`src/hw/rtl/tcw_pkg.sv`:
```
`timescale 1ns / 1ps
// ----------------------------------------------------------------------------
// Text console writer package
// Shared types, codes and defaults for the text console writer blocks.
// ----------------------------------------------------------------------------
package tcw_pkg;

  localparam int COLUMNS_DEF  = 80;
  localparam int ROWS_DEF     = 25;
  localparam int TAB_STEP_DEF = 8;

  localparam int CMD_W  = 2;
  localparam int CHAR_W = 8;
  localparam int ATTR_W = 8;
  localparam int COL_W  = 7;
  localparam int ROW_W  = 5;
  localparam int OFFS_W = 11;
  localparam int CELL_W = 16;

  localparam logic [CELL_W-1:0] BLANK_CELL = 16'h0720;
  localparam logic [ATTR_W-1:0] ATTR_RESET = 8'h07;

  localparam logic [CHAR_W-1:0] CH_BS  = 8'h08;
  localparam logic [CHAR_W-1:0] CH_TAB = 8'h09;
  localparam logic [CHAR_W-1:0] CH_LF  = 8'h0A;
  localparam logic [CHAR_W-1:0] CH_CR  = 8'h0D;

  localparam int QDEPTH = 4;
  localparam int QPTR_W = 2;

  typedef enum logic [CMD_W-1:0] {
    CMD_PUT    = 2'd0,
    CMD_CLEAR  = 2'd1,
    CMD_SETCUR = 2'd2,
    CMD_READ   = 2'd3
  } cmd_e;

  typedef enum logic [2:0] {
    OP_PRINT,
    OP_BS,
    OP_NL,
    OP_CR,
    OP_TAB,
    OP_CLEAR,
    OP_SETCUR,
    OP_READ
  } op_e;

  typedef enum logic [1:0] {
    BK_SWEEP,
    BK_IDLE,
    BK_BLANK,
    BK_RESP
  } back_state_e;

  typedef struct packed {
    logic [CMD_W-1:0]  command;
    logic [CHAR_W-1:0] char_code;
    logic [COL_W-1:0]  target_col;
    logic [ROW_W-1:0]  target_row;
  } in_item_t;

  typedef struct packed {
    logic [COL_W-1:0]  cursor_col;
    logic [ROW_W-1:0]  cursor_row;
    logic [OFFS_W-1:0] cursor_offset;
    logic [CELL_W-1:0] cell_data;
    logic              scrolled;
    logic              rejected;
  } out_item_t;

  typedef struct packed {
    op_e               kind;
    logic [CHAR_W-1:0] char_code;
    logic [COL_W-1:0]  target_col;
    logic [ROW_W-1:0]  target_row;
    logic              in_range;
  } op_t;

endpackage

```
`src/hw/rtl/tcw_front.sv`:
```
`timescale 1ns / 1ps
// ----------------------------------------------------------------------------
// Text console writer front end
// Accepts input transfers, decodes the command and control bytes and checks
// the target position before the operation enters the queue.
// ----------------------------------------------------------------------------
module tcw_front #(
  parameter int Columns = tcw_pkg::COLUMNS_DEF,
  parameter int Rows    = tcw_pkg::ROWS_DEF
) (
  input  logic             in_valid_i,
  input  tcw_pkg::in_item_t in_item_i,
  input  logic             space_i,
  output logic             in_ready_o,
  output logic             push_o,
  output tcw_pkg::op_t     op_o
);

  tcw_pkg::op_e kind;

  always_comb begin
    unique case (tcw_pkg::cmd_e'(in_item_i.command))
      tcw_pkg::CMD_PUT: begin
        unique case (in_item_i.char_code)
          tcw_pkg::CH_BS:  kind = tcw_pkg::OP_BS;
          tcw_pkg::CH_TAB: kind = tcw_pkg::OP_TAB;
          tcw_pkg::CH_LF:  kind = tcw_pkg::OP_NL;
          tcw_pkg::CH_CR:  kind = tcw_pkg::OP_CR;
          default:         kind = tcw_pkg::OP_PRINT;
        endcase
      end
      tcw_pkg::CMD_CLEAR:  kind = tcw_pkg::OP_CLEAR;
      tcw_pkg::CMD_SETCUR: kind = tcw_pkg::OP_SETCUR;
      default:             kind = tcw_pkg::OP_READ;
    endcase
  end

  assign op_o.kind       = kind;
  assign op_o.char_code  = in_item_i.char_code;
  assign op_o.target_col = in_item_i.target_col;
  assign op_o.target_row = in_item_i.target_row;
  assign op_o.in_range   = (in_item_i.target_col < tcw_pkg::COL_W'(Columns)) &&
                           (in_item_i.target_row < tcw_pkg::ROW_W'(Rows));

  assign in_ready_o = space_i;
  assign push_o     = in_valid_i && space_i;

endmodule

```
`config.mk`:
```
export PLATFORM = sky130hd
export DESIGN_NAME = tcw_front
export DESIGN_NICKNAME = d
export VERILOG_FILES = /design/src/hw/rtl/tcw_pkg.sv /design/src/hw/rtl/tcw_front.sv
export SDC_FILE = /design/constraint.sdc
export NUM_CORES = 1
export LEC_CHECK = 0
export BUFFER_PORTS_ARGS = -buffer_cell sky130_fd_sc_hd__buf_2
export CAP_MARGIN = 10
export CORE_AREA = 2 2 39 41
export DETAILED_ROUTE_END_ITERATION = 16
export DIE_AREA = 0 0 41 43
export GPL_ROUTABILITY_DRIVEN = 0
export PLACE_DENSITY_LB_ADDON = 0.05
export SETUP_SLACK_MARGIN = 0.5
export SLEW_MARGIN = 0
export SYNTH_ARGS = -nofsm -noshare
export SYNTH_HDL_FRONTEND = slang
export SYNTH_SLANG_ARGS = --single-unit
```
`constraint.sdc`:
```
create_clock -name vclk -period 3.03
set_clock_uncertainty 0.1 [all_clocks]
set_input_delay 0.4545 -clock vclk [all_inputs]
set_output_delay 0.4545 -clock vclk [all_outputs]
set_load 0.05 [all_outputs]
```
==> results.sh <==
export IMPL_status="finished, final reports clean"
export IMPL_tightest_slew_ps=260
export IMPL_hp_class="in -> out"
export IMPL_syn_avg_cell_area_sq_um=7.33
export IMPL_vias_per_cell=3.95
export IMPL_layout_drive_gt1_share_pct=68.8
export IMPL_critical_path_class="in -> out"
export IMPL_pre_cts_ws_ps=896
export IMPL_synth_fp_nets=69
export IMPL_fp_dieH_microns=43
export IMPL_start_kind="primary input"
export IMPL_antenna_found_initial=0
export IMPL_io_pins=50
export IMPL_start_util_pct=22.8
export IMPL_max_slew_margin_pct=82.4
export IMPL_hold_ws_ps=809
export IMPL_grt_max_degree=6
export IMPL_coreArea_sq_um=1380
export IMPL_post_drt_wl_per_cell_microns=9.24
export IMPL_hpwl_microns=702
export IMPL_synthCells=43
export IMPL_tns_ps=0
export IMPL_grt_pass1_vias=261
export IMPL_port_buffer_count=42
export IMPL_irDropWorstVdd_mv=0.0575
export IMPL_max_cap_viol_count=0
export IMPL_wl_microns=739
export IMPL_ctsResizeCount=0
export IMPL_final_hold_viol_count=0
export IMPL_power_leakage_uw=0.000226
export IMPL_yosysWarnings=0
export IMPL_fmax_mhz=469
export IMPL_final_period_utilization_pct=70.4
export IMPL_netlist_cell_type_count=17
export IMPL_area_delta_synth_final_pct=24.6
export IMPL_postCtsSetupBuffers=0
export IMPL_n_antenna_cell=0
export IMPL_syn_cell_area_sq_um=315
export IMPL_cp_data_required_time_ps=2480
export IMPL_routed_via_count=316
export IMPL_slew_violations=0
export IMPL_seqCellArea_sq_um=0
export IMPL_setup_viol=0
export IMPL_fin_ws_ps=896
export IMPL_critPathCaptureType="output port"
export IMPL_finalCriticalPeriod_ps=2130
export IMPL_grt_pass1_wl_microns=1000
export IMPL_n_clock_buffer=0
export IMPL_grt_overflow=0
export IMPL_die_area_sq_um=1760
export IMPL_holdBufCountCts=0
export IMPL_die_x_microns=41
export IMPL_yosys_top_cells_area="buf_4, ha_1, nor4b_2"
export IMPL_layout_commonest_cell="buf_2"
export IMPL_fin_nets=92
export IMPL_drt_first_pass_iters=4
export IMPL_first_iter_violations=3
export IMPL_synth_top_area_cell="buf_4"
export IMPL_p_per_area_nw_per_um2=278
export IMPL_arrival_ps=1580
export IMPL_grt_usage_pct=7.39
export IMPL_nFillCells=167
export IMPL_fp_row_count=14
export IMPL_rsz0062_at_grt="no"
export IMPL_final_antenna_net_count=0
export IMPL_p_total_uw=109
export IMPL_cp_max_fo=4
export IMPL_ys_seq_area_share_pct=0
export IMPL_yosys_area_top_type_share_pct=50.0
export IMPL_flops_and_latches=0
export IMPL_drc=0
## critical path, stage by stage
cell and delay, ps:
buf_2 120, inv_1 70, ha_1 150, nor3b_1 170, nand2_1 100, o31ai_2 220
buf_2 290
## path summary, 6_finish.rpt
check,end,from,cells past startpoint
setup / recovery,op_o[21],in_item_i[20],7
hold / removal,op_o[8],in_item_i[7],0
## synthesized netlist by cell type
| cell | count |
|---|---|
| nand2b_1 | 2 |
| nor4bb_1 | 1 |
| a21oi_1 | 1 |
| nor3b_1 | 1 |
| o22ai_1 | 1 |
| a221o_1 | 1 |
| ha_1 | 2 |
| nor4b_2 | 1 |
| nand2_1 | 2 |
| inv_1 | 2 |
| and2_1 | 2 |
| o31ai_1 | 1 |
| nor2_1 | 1 |
| xor2_1 | 1 |
| o311ai_0 | 1 |
| o21ai_0 | 2 |
| buf_4 | 21 |
## cell type report
cell class	instances	area, sq um	area share, %
Timing Repair Buffer	42	210	53.5
Multi-Input combinational cell	20	155	39.5
Tap cell	16	20.0	5.10
Inverter	2	7.51	1.91
## metal layers
| layer | track usage [%] | routed length [microns] | vias up |
|---|---|---|---|
| met3 | 1.05 | 54 | 0 |
| li1 | - | - | 167 |
| met1 | 7.59 | 253 | 135 |
| met4 | 0 | 0 | 0 |
| met5 | 0 | 0 | - |
| met2 | 15.0 | 431 | 14 |
## kinds of logic (layout without fill, tap and decap cells)
| family | Yosys count | in the layout | synth area share (%) |
|---|---|---|---|
| fa+ha+maj | 2 | 2 | 7.94 |
| buf+inv | 23 | 44 | 52.4 |
| simple gates | 10 | 10 | 21.8 |
| compound gates | 7 | 7 | 15.1 |
| xor+xnor | 1 | 1 | 2.78 |
## report_power, final
group          internal (uW)  switching [uW]  leakage, uW
Sequential                 0               0            0
Clock                      0               0            0
Combinational           28.2            81.0     0.000226
## stage by stage
step	instance area [sq um]	instances	utilization (%)
floorplan	320	43	-
global placement	393	80	28.4
detailed placement	393	80	28.4
CTS	393	80	28.4
global route	393	80	28.4
finish	393	80	28.4
(Power assumes the default switching activity.)
