==> src/hw/rtl/tcw_pkg.sv <==
`timescale 1ns / 1ps
// ----------------------------------------------------------------------------
// Text console writer package
// Shared types, codes and defaults for the text console writer blocks.
// ----------------------------------------------------------------------------
package tcw_pkg;

  localparam int COLUMNS_DEF  = 80;
  localparam int ROWS_DEF     = 25;
  localparam int TAB_STEP_DEF = 8;

  localparam int CMD_W  = 2;
  localparam int CHAR_W = 8;
  localparam int ATTR_W = 8;
  localparam int COL_W  = 7;
  localparam int ROW_W  = 5;
  localparam int OFFS_W = 11;
  localparam int CELL_W = 16;

  localparam logic [CELL_W-1:0] BLANK_CELL = 16'h0720;
  localparam logic [ATTR_W-1:0] ATTR_RESET = 8'h07;

  localparam logic [CHAR_W-1:0] CH_BS  = 8'h08;
  localparam logic [CHAR_W-1:0] CH_TAB = 8'h09;
  localparam logic [CHAR_W-1:0] CH_LF  = 8'h0A;
  localparam logic [CHAR_W-1:0] CH_CR  = 8'h0D;

  localparam int QDEPTH = 4;
  localparam int QPTR_W = 2;

  typedef enum logic [CMD_W-1:0] {
    CMD_PUT    = 2'd0,
    CMD_CLEAR  = 2'd1,
    CMD_SETCUR = 2'd2,
    CMD_READ   = 2'd3
  } cmd_e;

  typedef enum logic [2:0] {
    OP_PRINT,
    OP_BS,
    OP_NL,
    OP_CR,
    OP_TAB,
    OP_CLEAR,
    OP_SETCUR,
    OP_READ
  } op_e;

  typedef enum logic [1:0] {
    BK_SWEEP,
    BK_IDLE,
    BK_BLANK,
    BK_RESP
  } back_state_e;

  typedef struct packed {
    logic [CMD_W-1:0]  command;
    logic [CHAR_W-1:0] char_code;
    logic [COL_W-1:0]  target_col;
    logic [ROW_W-1:0]  target_row;
  } in_item_t;

  typedef struct packed {
    logic [COL_W-1:0]  cursor_col;
    logic [ROW_W-1:0]  cursor_row;
    logic [OFFS_W-1:0] cursor_offset;
    logic [CELL_W-1:0] cell_data;
    logic              scrolled;
    logic              rejected;
  } out_item_t;

  typedef struct packed {
    op_e               kind;
    logic [CHAR_W-1:0] char_code;
    logic [COL_W-1:0]  target_col;
    logic [ROW_W-1:0]  target_row;
    logic              in_range;
  } op_t;

endpackage

==> src/hw/rtl/tcw_queue.sv <==
`timescale 1ns / 1ps
// ----------------------------------------------------------------------------
// Text console writer operation queue
// A short first-in first-out buffer of decoded operations between the front
// end and the execution unit.
// ----------------------------------------------------------------------------
module tcw_queue (
  input  logic         clk_i,
  input  logic         rst_ni,
  input  logic         push_i,
  input  tcw_pkg::op_t op_i,
  input  logic         pop_i,
  output logic         full_o,
  output logic         empty_o,
  output tcw_pkg::op_t head_o
);

  localparam logic [tcw_pkg::QPTR_W-1:0] PtrLast = tcw_pkg::QPTR_W'(tcw_pkg::QDEPTH - 1);

  tcw_pkg::op_t                slot_q [tcw_pkg::QDEPTH];
  logic [tcw_pkg::QPTR_W-1:0]  wr_ptr_q, wr_ptr_d, rd_ptr_q, rd_ptr_d;
  logic [tcw_pkg::QPTR_W:0]    count_q, count_d;

  assign full_o  = (count_q == (tcw_pkg::QPTR_W + 1)'(tcw_pkg::QDEPTH));
  assign empty_o = (count_q == '0);
  assign head_o  = slot_q[rd_ptr_q];

  always_comb begin
    wr_ptr_d = wr_ptr_q;
    rd_ptr_d = rd_ptr_q;
    count_d  = count_q;
    if (push_i) begin
      wr_ptr_d = (wr_ptr_q == PtrLast) ? '0 : wr_ptr_q + 1'b1;
    end
    if (pop_i) begin
      rd_ptr_d = (rd_ptr_q == PtrLast) ? '0 : rd_ptr_q + 1'b1;
    end
    if (push_i && !pop_i) begin
      count_d = count_q + 1'b1;
    end else if (pop_i && !push_i) begin
      count_d = count_q - 1'b1;
    end
  end

  always_ff @(posedge clk_i or negedge rst_ni) begin
    if (!rst_ni) begin
      wr_ptr_q <= '0;
      rd_ptr_q <= '0;
      count_q  <= '0;
    end else begin
      wr_ptr_q <= wr_ptr_d;
      rd_ptr_q <= rd_ptr_d;
      count_q  <= count_d;
    end
  end

  always_ff @(posedge clk_i) begin
    if (push_i) begin
      slot_q[wr_ptr_q] <= op_i;
    end
  end

endmodule

==> config.mk <==
export PLATFORM = sky130hd
export DESIGN_NAME = tcw_queue
export DESIGN_NICKNAME = d
export VERILOG_FILES = /design/src/hw/rtl/tcw_pkg.sv /design/src/hw/rtl/tcw_queue.sv
export SDC_FILE = /design/constraint.sdc
export NUM_CORES = 1
export LEC_CHECK = 0
export ABC_AREA = 1
export ABC_CLOCK_PERIOD_IN_PS = 4600
export BUFFER_PORTS_ARGS = -buffer_cell sky130_fd_sc_hd__buf_2
export CORE_MARGIN = 2
export CORE_UTILIZATION = 47
export CTS_CLUSTER_DIAMETER = 50
export DETAILED_ROUTE_END_ITERATION = 6
export GPL_ROUTABILITY_DRIVEN = 0
export PLACE_DENSITY = 0.7
export SLEW_MARGIN = 30
export SYNTH_ARGS = -nofsm -noshare
export SYNTH_HDL_FRONTEND = slang
export SYNTH_SLANG_ARGS = --single-unit
==> constraint.sdc <==
create_clock -name clk_i -period 4.6 [get_ports clk_i]
set_clock_uncertainty 0.2 [all_clocks]
set_input_delay 0.46 -clock clk_i [delete_from_list [all_inputs] [get_ports clk_i]]
set_output_delay 0.46 -clock clk_i [all_outputs]
set_load 0.01 [all_outputs]
==> flow_summary.toml <==
[status]
status = "finished clean"

[clock_network]
clk_path_buf_depth = 2
clkTransAtPathRegs_ns = 0.10
cts_tree = "built"
cts_resized = 0
cts_setup_buffers = 0
clock_latency_ns = 0.36
h-tree-depth = 3
cts-root-buf = "clkbuf_8"
cts_sinks = 103
numCtsBuffers = 9
cts_hold_buf = 1

[grt]
grt_pass1_wl_mm = 12.0
track_usage = 0.160
antenna_found_initial = 0
gr-total-overflow = 0
grt_max_degree = 56
grt_pass1_vias = 2412

[logic_synthesis]
synth.distinct_cells = 20
synth_most_common_cell = "edfxtp_1"
synthesis.nets = 367
synthTopCellsByArea = "edfxtp_1, nand2_1, o211ai_1"
synthArstFlopShare = 0.0680
synth_xor_xnor_area_share = 0.00205
yosys_warnings = 0
synth_ff_type = "edfxtp_1"
synth-simple-area-share = 0.0831
synth_area_mm2 = 0.00428
synth_edf_count = 96
ys_seq_area_frac = 0.715
yosys.area.top_type_share = 0.674
synth-seq-cells = 103
synthAdderAreaFrac = 0.0222
yosysTopAreaCell = "edfxtp_1"
synth_top_family_by_area = "compound AO/OA/AOI/OAI gates"
synth-compound-area-share = 0.101
synth_mux_area_frac = 0
synth.avg_cell_area_um2 = 12.9
synthTopCellsByCount = "edfxtp_1, nand2_1, inv_1, o211ai_1, o211ai_2"
synthCells = 332

[sta]
setup_viol = 0
tightest_slew_ns = 0.883
period_needed_ns = 2.99
drv_slew = 0
tns_ns = 0
max-slew-margin-rel = 0.410
fmax_mhz = 334
rsz0062_at_grt = "no"
min_period_over_period = 0.651
finalHoldViolations = 0

[drt]
vias_per_cell = 5.09
vias = 2537
postRouteAntennaNets = 0
drt_iter0_drc = 62
wl_per_cell_um = 14.9
first_pass_iters = 6
drc = 0
drt_wl_total_mm = 7.44

[worst_setup_path]
path_cells = "inv_2 -> buf_4 -> nand2_1 -> o211ai_1 -> nand2_1 -> buf_2"
end_kind = "primary output"
critPathMostFrequentCell = "nand2_1"
critPathMaxFanout = 55
arrival_ns = 2.33
crit_type = "reg2out"
cpMaxStageDelayCell = "inv_2"
critPathRequiredTime_ns = 3.94
slowest_delay_ns = 0.65
start_kind = "flip-flop"

[die]
rows = 34
dieArea_mm2 = 0.00988
die_y_um = 99.4
pin_count = 54
die_x_um = 99.4
design.core.area_mm2 = 0.00876
start_util = 0.488

[finish]
fillCellCount = 748
nNetsFinal = 420
final_layout_size_suffix_gt1_frac = 0.226
finalInstanceArea_mm2 = 0.00479
syn2layout_area_growth_pct = 11.9
insertedDiodeCount = 0

[placement]
io_buffer_count = 53
placed_area_mm2 = 0.00460
dp_hpwl_mm = 4.52

[min_path]
worst_hold_path_type = "in2reg"

[power_and_ir_drop]
power_leakage_nw = 2.00
total_power_mw = 2.70
p_per_area_mw_per_mm2 = 564
peakVddDrop_v = 0.000301

[flow_run]
drv_cap = 0
## kinds of logic (layout without fill, tap and decap cells)
kind of cell | after synthesis | count (layout)
flip-flops | 103 | 103
AND/OR/NAND/NOR | 93 | 93
buffers and inverters | 76 | 134
AO/OA/AOI/OAI | 52 | 52
adder cells (fa/ha/maj) | 7 | 7
XOR/XNOR | 1 | 1
## registers in the layout, summed over array words and instances, names as in the netlist
name	cells
count_q	3
rd_ptr_q	2
slot_q	96
wr_ptr_q	2
## metrics by stage
stage                     instances   util  worst slack, ns  hold WS [ns]
after floorplan                 332      -             2.88       -0.0356
after global placement          481  0.525             2.13         0.105
after detailed placement        481  0.525             2.06         0.109
after CTS                       498  0.546             1.61        0.0844
after global routing            498  0.546             1.45        0.0843
final                           498  0.546             1.61         0.106
## layout make-up
| type | count | area, um^2 | area share |
|---|---|---|---|
| Clock buffer | 9 | 124 | 0.0259 |
| Clock inverter | 7 | 53.8 | 0.0112 |
| Inverter | 61 | 229 | 0.0478 |
| Multi-Input combinational cell | 153 | 890 | 0.186 |
| Sequential cell | 103 | 3060 | 0.639 |
| Tap cell | 108 | 135 | 0.0282 |
| Timing Repair Buffer | 57 | 298 | 0.0622 |
## cells in the final DEF (no fill, tap or decap)
master / synthesis / layout
buf_2: 9 / 53
buf_4: 1 / 3
clkbuf_8: 0 / 9
clkinv_2: 0 / 1
clkinvlp_4: 0 / 3
dfrtp_1: 7 / 7
dlygate4sd3_1: 0 / 1
edfxtp_1: 96 / 96
fa_1: 1 / 1
ha_1: 6 / 6
inv_1: 59 / 55
inv_2: 2 / 6
inv_6: 0 / 3
nand2_1: 88 / 88
nand3_1: 1 / 1
nand4_1: 1 / 1
nor2_1: 1 / 1
nor3_1: 2 / 2
o211ai_1: 38 / 38
o211ai_2: 10 / 10
o21ai_0: 2 / 2
o21ai_1: 2 / 2
xnor2_1: 1 / 1
## report_power, final
group / leakage (nW) / switching [mW] / internal (mW)
Sequential: 0.966 / 0.0597 / 1.21
Clock: 0.0827 / 0.309 / 0.201
Combinational: 0.954 / 0.607 / 0.314
## critical path: cells and delay by family (launching register included)
kind            cells  cell delay (ns)
buf+inv             3             1.20
flops               1             0.42
compound gates      1             0.11
simple gates        2             0.23
## per-layer routing
| layer | GRT usage | wire, um | vias up |
|---|---|---|---|
| met5 | 0 | 0 | - |
| met4 | 0.0706 | 125 | 0 |
| met3 | 0.0436 | 354 | 12 |
| met2 | 0.270 | 3690 | 69 |
| met1 | 0.195 | 3270 | 1213 |
| li1 | - | - | 1243 |
## path summary, 6_finish.rpt
path                        startpoint       endpoint  slack (ns)  cells past startpoint
hold / removal                op_i[12]  slot_q[3][12]        0.11                      1
min in group asynchronous       rst_ni     count_q[0]        0.25                      2
setup / recovery           rd_ptr_q[0]      head_o[6]        1.61                      6
hold reg to reg             count_q[2]     count_q[2]        0.33                      2
setup reg to reg           wr_ptr_q[0]   slot_q[0][5]        2.82                      4
max in group asynchronous       rst_ni     count_q[1]        3.78                      2
Power figures use the tool's default switching activity.
